$ cat src/rtl/unix_seconds_to_utc_date_defines.svh
// Assertion macros used by the top level of the Unix time to UTC date converter.
`ifndef UNIX_SECONDS_TO_UTC_DATE_DEFINES_SVH
`define UNIX_SECONDS_TO_UTC_DATE_DEFINES_SVH

// Same-cycle implication, clocked on i_clk, quiet while i_rst_n is low
`define US2UTC_ASSERT_IMP(lbl, ante, cons, msg) \
    lbl: assert property (@(posedge i_clk) disable iff (!i_rst_n) (ante) |-> (cons)) \
        else $error(msg);

// Next-cycle implication, clocked on i_clk, quiet while i_rst_n is low
`define US2UTC_ASSERT_NXT(lbl, ante, cons, msg) \
    lbl: assert property (@(posedge i_clk) disable iff (!i_rst_n) (ante) |=> (cons)) \
        else $error(msg);

`endif

$ cat src/rtl/us2utc_pkg.sv
// Types, constants and small tables for the Unix time to UTC date converter.
package us2utc_pkg;

    // Pipeline depth and stage positions
    localparam int NUM_STAGES = 8;
    localparam int S_DAYS     = 0;  // day count from seconds
    localparam int S_SHIFT    = 1;  // day of era, seconds of day
    localparam int S_YOE_ARG  = 2;  // year-of-era numerator, hour
    localparam int S_YOE      = 3;  // year of era, seconds of hour
    localparam int S_DOY      = 4;  // day of year, minute
    localparam int S_MP       = 5;  // March-based month, second
    localparam int S_DATE     = 6;  // year, month, day
    localparam int S_OUT      = 7;  // output register with window check

    // Per-stage load enables handed to the date datapath
    typedef struct packed {
        logic [NUM_STAGES-1:0] ld;
    } t_pipe_ctl;

    // Day split: secs / 86400 = (secs >> 7) / 675, by reciprocal 2^35
    localparam logic [25:0] DAY_RECIP     = 26'd50903317;
    localparam int          DAY_SHIFT     = 35;
    localparam logic [16:0] SECS_PER_DAY  = 17'd86400;

    // Era split
    localparam logic [19:0] DAYS_TO_EPOCH = 20'd719468;
    localparam logic [19:0] ERA4_START    = 20'd584388;   // 4 * 146097
    localparam logic [19:0] ERA5_START    = 20'd730485;   // 5 * 146097
    localparam logic [17:0] DOE_100Y      = 18'd36524;
    localparam logic [17:0] DOE_200Y      = 18'd73048;
    localparam logic [17:0] DOE_300Y      = 18'd109572;
    localparam logic [17:0] DOE_LAST      = 18'd146096;

    // doe / 1460 = (doe >> 2) / 365, reciprocal 2^25
    localparam logic [16:0] R365_Q4       = 17'd91930;
    localparam int          R365_Q4_SHIFT = 25;
    // t / 365, reciprocal 2^27
    localparam logic [18:0] R365          = 19'd367720;
    localparam int          R365_SHIFT    = 27;
    // yoe / 100, reciprocal 2^16
    localparam logic [9:0]  R100          = 10'd656;
    localparam int          R100_SHIFT    = 16;
    // (5 * doy + 2) / 153, reciprocal 2^19
    localparam logic [11:0] R153          = 12'd3427;
    localparam int          R153_SHIFT    = 19;

    // Time of day: sod / 3600 = (sod >> 4) / 225; rem / 60 = (rem >> 2) / 15
    localparam logic [13:0] R225          = 14'd9321;
    localparam int          R225_SHIFT    = 21;
    localparam logic [11:0] SECS_PER_HOUR = 12'd3600;
    localparam logic [10:0] R15           = 11'd1093;
    localparam int          R15_SHIFT     = 14;
    localparam logic [5:0]  SECS_PER_MIN  = 6'd60;

    // Era base years and window
    localparam logic [11:0] ERA4_YEAR     = 12'd1600;
    localparam logic [11:0] ERA5_YEAR     = 12'd2000;
    localparam logic [11:0] WIN_FIRST     = 12'd2020;
    localparam logic [11:0] WIN_LAST      = 12'd2099;

    // First day of March-based month mp: (153 * mp + 2) / 5
    function automatic logic [8:0] mp_offset(input logic [3:0] mp);
        logic [8:0] off;
        unique case (mp)
            4'd0:    off = 9'd0;
            4'd1:    off = 9'd31;
            4'd2:    off = 9'd61;
            4'd3:    off = 9'd92;
            4'd4:    off = 9'd122;
            4'd5:    off = 9'd153;
            4'd6:    off = 9'd184;
            4'd7:    off = 9'd214;
            4'd8:    off = 9'd245;
            4'd9:    off = 9'd275;
            4'd10:   off = 9'd306;
            4'd11:   off = 9'd337;
            default: off = 9'd0;
        endcase
        return off;
    endfunction

    // Length of a month, 0 for a code that is no month
    function automatic logic [4:0] month_len(input logic [3:0] m, input logic leap);
        logic [4:0] len;
        unique case (m)
            4'd1, 4'd3, 4'd5, 4'd7, 4'd8, 4'd10, 4'd12: len = 5'd31;
            4'd4, 4'd6, 4'd9, 4'd11:                     len = 5'd30;
            4'd2:                                         len = leap ? 5'd29 : 5'd28;
            default:                                      len = 5'd0;
        endcase
        return len;
    endfunction

endpackage

$ cat src/rtl/us2utc_civil.sv
// Day count to Gregorian year, month and day, six register stages.
module us2utc_civil (
    input  logic                  i_clk,
    input  us2utc_pkg::t_pipe_ctl i_ctl,
    input  logic [15:0]           i_days,
    output logic [11:0]           o_year,
    output logic [3:0]            o_month,
    output logic [4:0]            o_day
);
    import us2utc_pkg::*;

    logic [19:0] w_shifted;
    logic        w_era5;
    logic [17:0] w_doe;

    logic [17:0] r_doe2, r_doe3, r_doe4;
    logic        r_era2, r_era3, r_era4, r_era5, r_era6;
    logic [17:0] r_t3;
    logic [8:0]  r_yoe4, r_yoe5, r_yoe6;
    logic [8:0]  r_doy5, r_doy6;
    logic [3:0]  r_mp6;
    logic [11:0] r_year;
    logic [3:0]  r_month;
    logic [4:0]  r_day;

    logic [32:0] w_q1460_prod;
    logic [6:0]  w_q1460;
    logic [2:0]  w_q36524;
    logic        w_q146096;
    logic [17:0] w_t;
    logic [36:0] w_yoe_prod;
    logic [18:0] w_q100_prod;
    logic [17:0] w_base;
    logic [10:0] w_v;
    logic [22:0] w_mp_prod;
    logic [3:0]  w_month;
    logic [4:0]  w_day;
    logic [11:0] w_year;

    function automatic logic [15:0] w_doe_q4(input logic [17:0] doe);
        return doe[17:2];
    endfunction

    // Era: the shifted day count always lies in era 4 or era 5
    assign w_shifted = 20'(i_days) + DAYS_TO_EPOCH;
    assign w_era5    = (w_shifted >= ERA5_START);
    assign w_doe     = 18'(w_shifted - (w_era5 ? ERA5_START : ERA4_START));

    always_ff @(posedge i_clk) begin
        if (i_ctl.ld[S_SHIFT]) begin
            r_doe2 <= w_doe;
            r_era2 <= w_era5;
        end
    end

    // Leap corrections to the day of era
    assign w_q1460_prod = 33'(w_doe_q4(r_doe2)) * 33'(R365_Q4);
    assign w_q1460      = 7'(w_q1460_prod >> R365_Q4_SHIFT);
    assign w_q36524     = 3'(r_doe2 >= DOE_100Y) + 3'(r_doe2 >= DOE_200Y)
                        + 3'(r_doe2 >= DOE_300Y) + 3'(r_doe2 >= DOE_LAST);
    assign w_q146096    = (r_doe2 == DOE_LAST);
    assign w_t          = r_doe2 - 18'(w_q1460) + 18'(w_q36524) - 18'(w_q146096);

    always_ff @(posedge i_clk) begin
        if (i_ctl.ld[S_YOE_ARG]) begin
            r_t3   <= w_t;
            r_doe3 <= r_doe2;
            r_era3 <= r_era2;
        end
    end

    // Year of era
    assign w_yoe_prod = 37'(r_t3) * 37'(R365);

    always_ff @(posedge i_clk) begin
        if (i_ctl.ld[S_YOE]) begin
            r_yoe4 <= 9'(w_yoe_prod >> R365_SHIFT);
            r_doe4 <= r_doe3;
            r_era4 <= r_era3;
        end
    end

    // Day of year, counted from March 1
    assign w_q100_prod = 19'(r_yoe4) * 19'(R100);
    assign w_base      = 18'(r_yoe4) * 18'd365 + 18'(r_yoe4[8:2])
                       - 18'(w_q100_prod >> R100_SHIFT);

    always_ff @(posedge i_clk) begin
        if (i_ctl.ld[S_DOY]) begin
            r_doy5 <= 9'(r_doe4 - w_base);
            r_yoe5 <= r_yoe4;
            r_era5 <= r_era4;
        end
    end

    // March-based month
    assign w_v       = 11'(r_doy5) * 11'd5 + 11'd2;
    assign w_mp_prod = 23'(w_v) * 23'(R153);

    always_ff @(posedge i_clk) begin
        if (i_ctl.ld[S_MP]) begin
            r_mp6  <= 4'(w_mp_prod >> R153_SHIFT);
            r_doy6 <= r_doy5;
            r_yoe6 <= r_yoe5;
            r_era6 <= r_era5;
        end
    end

    // Calendar fields, January and February roll into the next year
    assign w_day   = 5'(r_doy6 - mp_offset(r_mp6) + 9'd1);
    assign w_month = (r_mp6 < 4'd10) ? r_mp6 + 4'd3 : r_mp6 - 4'd9;
    assign w_year  = 12'(r_yoe6) + (r_era6 ? ERA5_YEAR : ERA4_YEAR)
                   + 12'(w_month <= 4'd2);

    always_ff @(posedge i_clk) begin
        if (i_ctl.ld[S_DATE]) begin
            r_year  <= w_year;
            r_month <= w_month;
            r_day   <= w_day;
        end
    end

    assign o_year  = r_year;
    assign o_month = r_month;
    assign o_day   = r_day;

endmodule

$ cat src/rtl/unix_seconds_to_utc_date.sv
// Throughput: one beat per cycle while the output is not stalled; eight register stages, each with a valid bit.
// A stalled output stage holds; bubbles upstream of it still close up.
// Reset (synchronous, active low) clears the valid bits only; no clearing pass.
// Top level: Unix seconds to UTC date and time of day with 2020..2099 window flag.
`include "unix_seconds_to_utc_date_defines.svh"

module unix_seconds_to_utc_date (
    input  logic        i_clk,
    input  logic        i_rst_n,
    input  logic        i_valid,
    output logic        o_ready,
    input  logic [31:0] i_epoch_seconds,
    output logic        o_valid,
    input  logic        i_ready,
    output logic [11:0] o_year,
    output logic [3:0]  o_month,
    output logic [4:0]  o_day,
    output logic [4:0]  o_hour,
    output logic [5:0]  o_minute,
    output logic [5:0]  o_second,
    output logic        o_in_range
);
    import us2utc_pkg::*;

    logic [NUM_STAGES-1:0] r_vld, n_vld, w_ld;
    t_pipe_ctl             w_ctl;

    logic [31:0] r_secs1;
    logic [15:0] r_days1;
    logic [16:0] r_sod2, r_sod3;
    logic [4:0]  r_hh3, r_hh4, r_hh5, r_hh6, r_hh7;
    logic [11:0] r_rem4, r_rem5;
    logic [5:0]  r_mm5, r_mm6, r_mm7;
    logic [5:0]  r_ss6, r_ss7;
    logic [11:0] r_year;
    logic [3:0]  r_month;
    logic [4:0]  r_day;
    logic [4:0]  r_hour;
    logic [5:0]  r_minute;
    logic [5:0]  r_second;
    logic        r_in_range;

    logic [50:0] w_day_prod;
    logic [32:0] w_day_secs;
    logic [26:0] w_hh_prod;
    logic [16:0] w_hh_secs;
    logic [20:0] w_mm_prod;
    logic [11:0] w_mm_secs;
    logic [11:0] w_year;
    logic [3:0]  w_month;
    logic [4:0]  w_day;
    logic        w_leap;
    logic        w_ok;

    // Stage load enables: a stage loads when empty or when its successor loads
    always_comb begin
        w_ld[NUM_STAGES-1] = !r_vld[NUM_STAGES-1] || i_ready;
        for (int k = NUM_STAGES - 2; k >= 0; k--) begin
            w_ld[k] = !r_vld[k] || w_ld[k+1];
        end
        n_vld[0] = w_ld[0] ? i_valid : r_vld[0];
        for (int k = 1; k < NUM_STAGES; k++) begin
            n_vld[k] = w_ld[k] ? r_vld[k-1] : r_vld[k];
        end
    end

    always_ff @(posedge i_clk) begin
        if (!i_rst_n) begin
            r_vld <= '0;
        end else begin
            r_vld <= n_vld;
        end
    end

    assign w_ctl.ld = w_ld;
    assign o_ready  = w_ld[S_DAYS];
    assign o_valid  = r_vld[S_OUT];

    // Whole days since the epoch
    assign w_day_prod = 51'(i_epoch_seconds[31:7]) * 51'(DAY_RECIP);

    always_ff @(posedge i_clk) begin
        if (w_ld[S_DAYS]) begin
            r_secs1 <= i_epoch_seconds;
            r_days1 <= 16'(w_day_prod >> DAY_SHIFT);
        end
    end

    // Calendar date
    us2utc_civil u_civil (
        .i_clk   (i_clk),
        .i_ctl   (w_ctl),
        .i_days  (r_days1),
        .o_year  (w_year),
        .o_month (w_month),
        .o_day   (w_day)
    );

    // Seconds of the day
    assign w_day_secs = 33'(r_days1) * 33'(SECS_PER_DAY);

    always_ff @(posedge i_clk) begin
        if (w_ld[S_SHIFT]) begin
            r_sod2 <= 17'(r_secs1 - w_day_secs[31:0]);
        end
    end

    // Hour
    assign w_hh_prod = 27'(r_sod2[16:4]) * 27'(R225);

    always_ff @(posedge i_clk) begin
        if (w_ld[S_YOE_ARG]) begin
            r_sod3 <= r_sod2;
            r_hh3  <= 5'(w_hh_prod >> R225_SHIFT);
        end
    end

    // Seconds of the hour
    assign w_hh_secs = 17'(r_hh3) * 17'(SECS_PER_HOUR);

    always_ff @(posedge i_clk) begin
        if (w_ld[S_YOE]) begin
            r_rem4 <= 12'(r_sod3 - w_hh_secs);
            r_hh4  <= r_hh3;
        end
    end

    // Minute
    assign w_mm_prod = 21'(r_rem4[11:2]) * 21'(R15);

    always_ff @(posedge i_clk) begin
        if (w_ld[S_DOY]) begin
            r_mm5  <= 6'(w_mm_prod >> R15_SHIFT);
            r_rem5 <= r_rem4;
            r_hh5  <= r_hh4;
        end
    end

    // Second
    assign w_mm_secs = 12'(r_mm5) * 12'(SECS_PER_MIN);

    always_ff @(posedge i_clk) begin
        if (w_ld[S_MP]) begin
            r_ss6 <= 6'(r_rem5 - w_mm_secs);
            r_mm6 <= r_mm5;
            r_hh6 <= r_hh5;
        end
    end

    // Time fields wait here while the date finishes
    always_ff @(posedge i_clk) begin
        if (w_ld[S_DATE]) begin
            r_ss7 <= r_ss6;
            r_mm7 <= r_mm6;
            r_hh7 <= r_hh6;
        end
    end

    // Window and calendar check; inside the window every fourth year is leap
    assign w_leap = (w_year[1:0] == 2'd0);
    assign w_ok   = (w_year >= WIN_FIRST) && (w_year <= WIN_LAST)
                 && (w_month >= 4'd1) && (w_month <= 4'd12)
                 && (w_day >= 5'd1) && (w_day <= month_len(w_month, w_leap))
                 && (r_hh7 <= 5'd23) && (r_mm7 <= 6'd59) && (r_ss7 <= 6'd59);

    // Output register
    always_ff @(posedge i_clk) begin
        if (w_ld[S_OUT]) begin
            r_year     <= w_year;
            r_month    <= w_month;
            r_day      <= w_day;
            r_hour     <= r_hh7;
            r_minute   <= r_mm7;
            r_second   <= r_ss7;
            r_in_range <= w_ok;
        end
    end

    assign o_year     = r_year;
    assign o_month    = r_month;
    assign o_day      = r_day;
    assign o_hour     = r_hour;
    assign o_minute   = r_minute;
    assign o_second   = r_second;
    assign o_in_range = r_in_range;

    // Checks
    `US2UTC_ASSERT_NXT(a_accept_lands, i_valid && o_ready, r_vld[S_DAYS], "accepted beat lost at entry")
    `US2UTC_ASSERT_IMP(a_stall_only_full, !o_ready, &r_vld, "input stalled with an empty stage")
    `US2UTC_ASSERT_IMP(a_window, o_valid && o_in_range, (o_year >= WIN_FIRST) && (o_year <= WIN_LAST), "in_range outside window")
    `US2UTC_ASSERT_IMP(a_date_span, o_valid, (o_year >= 12'd1970) && (o_year <= 12'd2106) && (o_month >= 4'd1) && (o_month <= 4'd12) && (o_day >= 5'd1), "date field out of span")
    `US2UTC_ASSERT_IMP(a_time_span, o_valid, (o_hour <= 5'd23) && (o_minute <= 6'd59) && (o_second <= 6'd59), "time field out of span")

endmodule
$ cat config.mk
export PLATFORM = sky130hd
export DESIGN_NAME = unix_seconds_to_utc_date
export DESIGN_NICKNAME = d
export VERILOG_FILES = /design/src/rtl/us2utc_pkg.sv /design/src/rtl/us2utc_civil.sv /design/src/rtl/unix_seconds_to_utc_date.sv
export VERILOG_INCLUDE_DIRS = /design/src /design/src/rtl
export SDC_FILE = /design/constraint.sdc
export NUM_CORES = 2
export LEC_CHECK = 0
export ABC_AREA = 1
export BUFFER_PORTS_ARGS = -buffer_cell sky130_fd_sc_hd__buf_4
export CAP_MARGIN = 20
export CORE_ASPECT_RATIO = 0.9
export CORE_UTILIZATION = 50
export DETAILED_ROUTE_END_ITERATION = 8
export HOLD_SLACK_MARGIN = 0.05
export PLACE_DENSITY_LB_ADDON = 0.15
export RECOVER_POWER = 50
export SYNTH_ARGS = -nofsm -noshare
export SYNTH_HDL_FRONTEND = slang
export SYNTH_SLANG_ARGS = --single-unit
$ cat constraint.sdc
create_clock -name i_clk -period 14.92 [get_ports i_clk]
set_input_delay 2.984 -clock i_clk [delete_from_list [all_inputs] [get_ports i_clk]]
set_output_delay 2.984 -clock i_clk [all_outputs]
set_load 0.05 [all_outputs]
==> results by group <==
Synthesis
  – Largest family of logic cells by synthesized area: adder cells
  – Post-synthesis mux area share: 0%
  – Yosys top cell by area: ha_1
  – Synth Warn #: 0
  – Cells after Synth: between 4000 and 5000
  – Synth top area share: 28.4%
  – Post-Synthesis Mean Instance Area: between 9 and 10 µm²
  – Synth area leaders: ha_1, fa_1, edfxtp_1
  – Post-synthesis xor/xnor area fraction: 3.28%
  – Most frequent cell after synthesis: inv_1
  – Number of synthesized register bits: 312
  – Async S/R FF share, synth: 0%
  – Post-Synth Simple-Gate Area: 9.46%
  – Synth Area in Adders: between 50% and 60%
  – Most used flip-flop cell after synthesis: edfxtp_1
  – Top post-synthesis cells by count: inv_1, ha_1, nand2_1
  – Post-Syn Area: 43500 µm²
  – Post-synth EDFFs: 299
  – Library cells used by synthesis: 44
  – Mapped Nets: about 6000
  – Synth Area in Compound Gates: approximately 6%
  – Seq/Total Area, Yosys: 21.2%

Routing
  – Routed len/inst: roughly 16 µm
  – DR pass1 iterations: 5
  – DRC: 0
  – Initial drt markers: around 1400
  – DRT antenna net count: 0
  – Routed wire length: 93.8 mm
  – Vias/cell: 5.04
  – Vias: just under 30000

Clock tree
  – Total CTS buffers: 35
  – Root buf cell: clkbuf_16
  – CTS tree: yes
  – Worst-path clk slew: ~0.060 ns
  – Setup Fix Bufs, Post-CTS: 0
  – H-tree levels: 2
  – # clock sinks: 312
  – Max Root-Sink Buffers: 3
  – Post-cts sizing count: 0
  – Worst-skew pair later-pin latency: 0.55 ns
  – Hold buffers post-CTS: 0

Worst hold path
  – Min-Delay Path Class: reg -> reg

Place
  – Port Buf Inserts: 76
  – Place WS: roughly 5 ns
  – Cell total after placement: approximately 5700
  – Final Wtd Congestion: 0.912
  – DP HPWL: 80.3 mm

Final layout
  – Share of cells above drive strength 1: between 2 and 3%
  – # nets final: 6087
  – Non-Filler Instances: 5749
  – Filler cells: just under 8000
  – Antenna Cells: 0
  – Layout area overhead: 7.18%

Timing
  – Final Hold Viols: 0
  – Max-slew violation count: 42
  – Hold WS: 0.414 ns
  – Count of final setup violators: 0
  – Min Clock Period, post-route: 11.51 ns
  – Rel. slew slack: -32.8%
  – Fmax: approximately 0.087 GHz
  – Setup ws final: 3.41 ns
  – RSZ-0062 raised after global routing: false
  – Period utilisation layout: 77.2%
  – Setup TNS: 0 ns
  – Skew final: just over 0.02 ns
  – Slew @ Worst Pin: 1.99 ns

Global route
  – Antenna violations before repair: 0
  – First-pass GRT wire length: 155 mm
  – Grt total ovfl: 0
  – Largest net degree at the start of global routing: 48
  – Vias in the first global route: 29800
  – Aggregate global-route resource usage: 22.1%

Setup path
  – Critical path peak fanout: 47
  – Crit end category: output pin
  – Crit Path Class: in -> out
  – CP startpoint kind: input pin
  – Critical Path AT: roughly 8.5 ns
  – Worst EP required: between 10 and 15 ns

Floorplan
  – Core Box Area: between 80000 and 90000 µm²
  – Horiz. Die Dim: 313 µm
  – Starting density of the core: 50.5%
  – Die height: roughly 280 µm
  – # rows: around 100
  – Die area: approximately 88000 µm²
  – I/O pin count: 77

Flow run
  – Max-cap check violation count: 2

Outcome
  – Outcome: finished, violations left
  – Failing checks: max-capacitance violations, max-slew violations
[kinds of logic (layout without fill, tap and decap cells)]
kind of cell             after synthesis  in the layout
AND/OR/NAND/NOR                      969            969
adder cells (fa/ha/maj)             1473           1473
AO/OA/AOI/OAI                        452            452
flip-flops                           312            312
buffers and inverters               1085           1236
XOR/XNOR                             163            163
[worst max-delay path: stages]
cell and delay (ns):
clkbuf_4 0.10, nor2_1 0.03, inv_1 0.04, clkbuf_1 1.42
nor2_1 0.07, inv_1 1.14, nor2_4 0.08, inv_4 0.44
nor2_4 0.04, inv_2 0.60, nor2_4 0.06, nand2_2 0.08
buf_4 0.49, nor2_4 0.07, nand2_2 0.07, buf_4 0.41
buf_4 0.30
[cell usage in the layout, fill, tap and decap left out, types with 12 or more instances in the layout]
cell type	n
xnor2_1	53
ha_1	986
nand4_1	53
nor3_1	28
inv_1	1081
dfxtp_1	13
xor2_1	110
a21o_1	25
clkbuf_16	35
o21bai_1	20
nor4_1	12
nor2_1	231
o21ai_0	120
edfxtp_1	299
fa_1	487
clkbuf_1	55
a21oi_1	213
a31oi_1	18
nand2_1	495
nand3_1	116
buf_4	26
[state kept, by name, indices dropped and copies added (netlist names), 12 cells and up, named ones only]
name and count:
o_year 12, r_days1 16, r_rem4 12, r_secs1 17, r_sod2 17, r_sod3 12, u_civil.o_year 12, u_civil.r_doe2 18
u_civil.r_t3 18
[final timing paths]
path                               startpoint                         end  slack (ns)  cells past startpoint
setup / recovery                      i_ready                     o_ready        3.41                     17
hold / removal             r_hh6[2]$_DFFE_PN_          r_hh7[2]$_DFFE_PP_        0.41                      0
hold reg to reg            r_hh6[2]$_DFFE_PN_          r_hh7[2]$_DFFE_PP_        0.41                      0
setup reg to reg  u_civil.r_doe2[7]$_DFFE_PP_  u_civil.r_t3[16]$_DFFE_PP_        6.09                     33
[stage by stage]
| stage | cell area, µm² | utilization, % |
|---|---|---|
| after global placement | 45600 | 52.9 |
| after floorplan | 43500 | - |
| after CTS | 46800 | 54.4 |
| after detailed placement | 45600 | 52.9 |
| after global routing | 46600 | 54.1 |
| final | 46600 | 54.1 |
[area by class of cell]
class	instances	area, µm²	share of cell area (%)
Tap cell	1144	1430	3.07
Clock inverter	26	354	0.759
Clock buffer	38	897	1.92
Multi-Input combinational cell	3057	30200	64.7
Sequential cell	312	9240	19.8
Inverter	1085	4080	8.74
Timing Repair Buffer	87	454	0.974
[layer usage]
metal	up-vias	GRT usage, %	share of wire, %
met1	13800	32.2	50
met3	94	1.93	3.5
li1	14600	-	-
met2	451	36.1	45
met4	0	4.33	1.6
met5	-	0	0
Power is left out: the tool's default activity adds up to more than one toggle a clock period on the data nets, which glitch-free logic cannot reach.
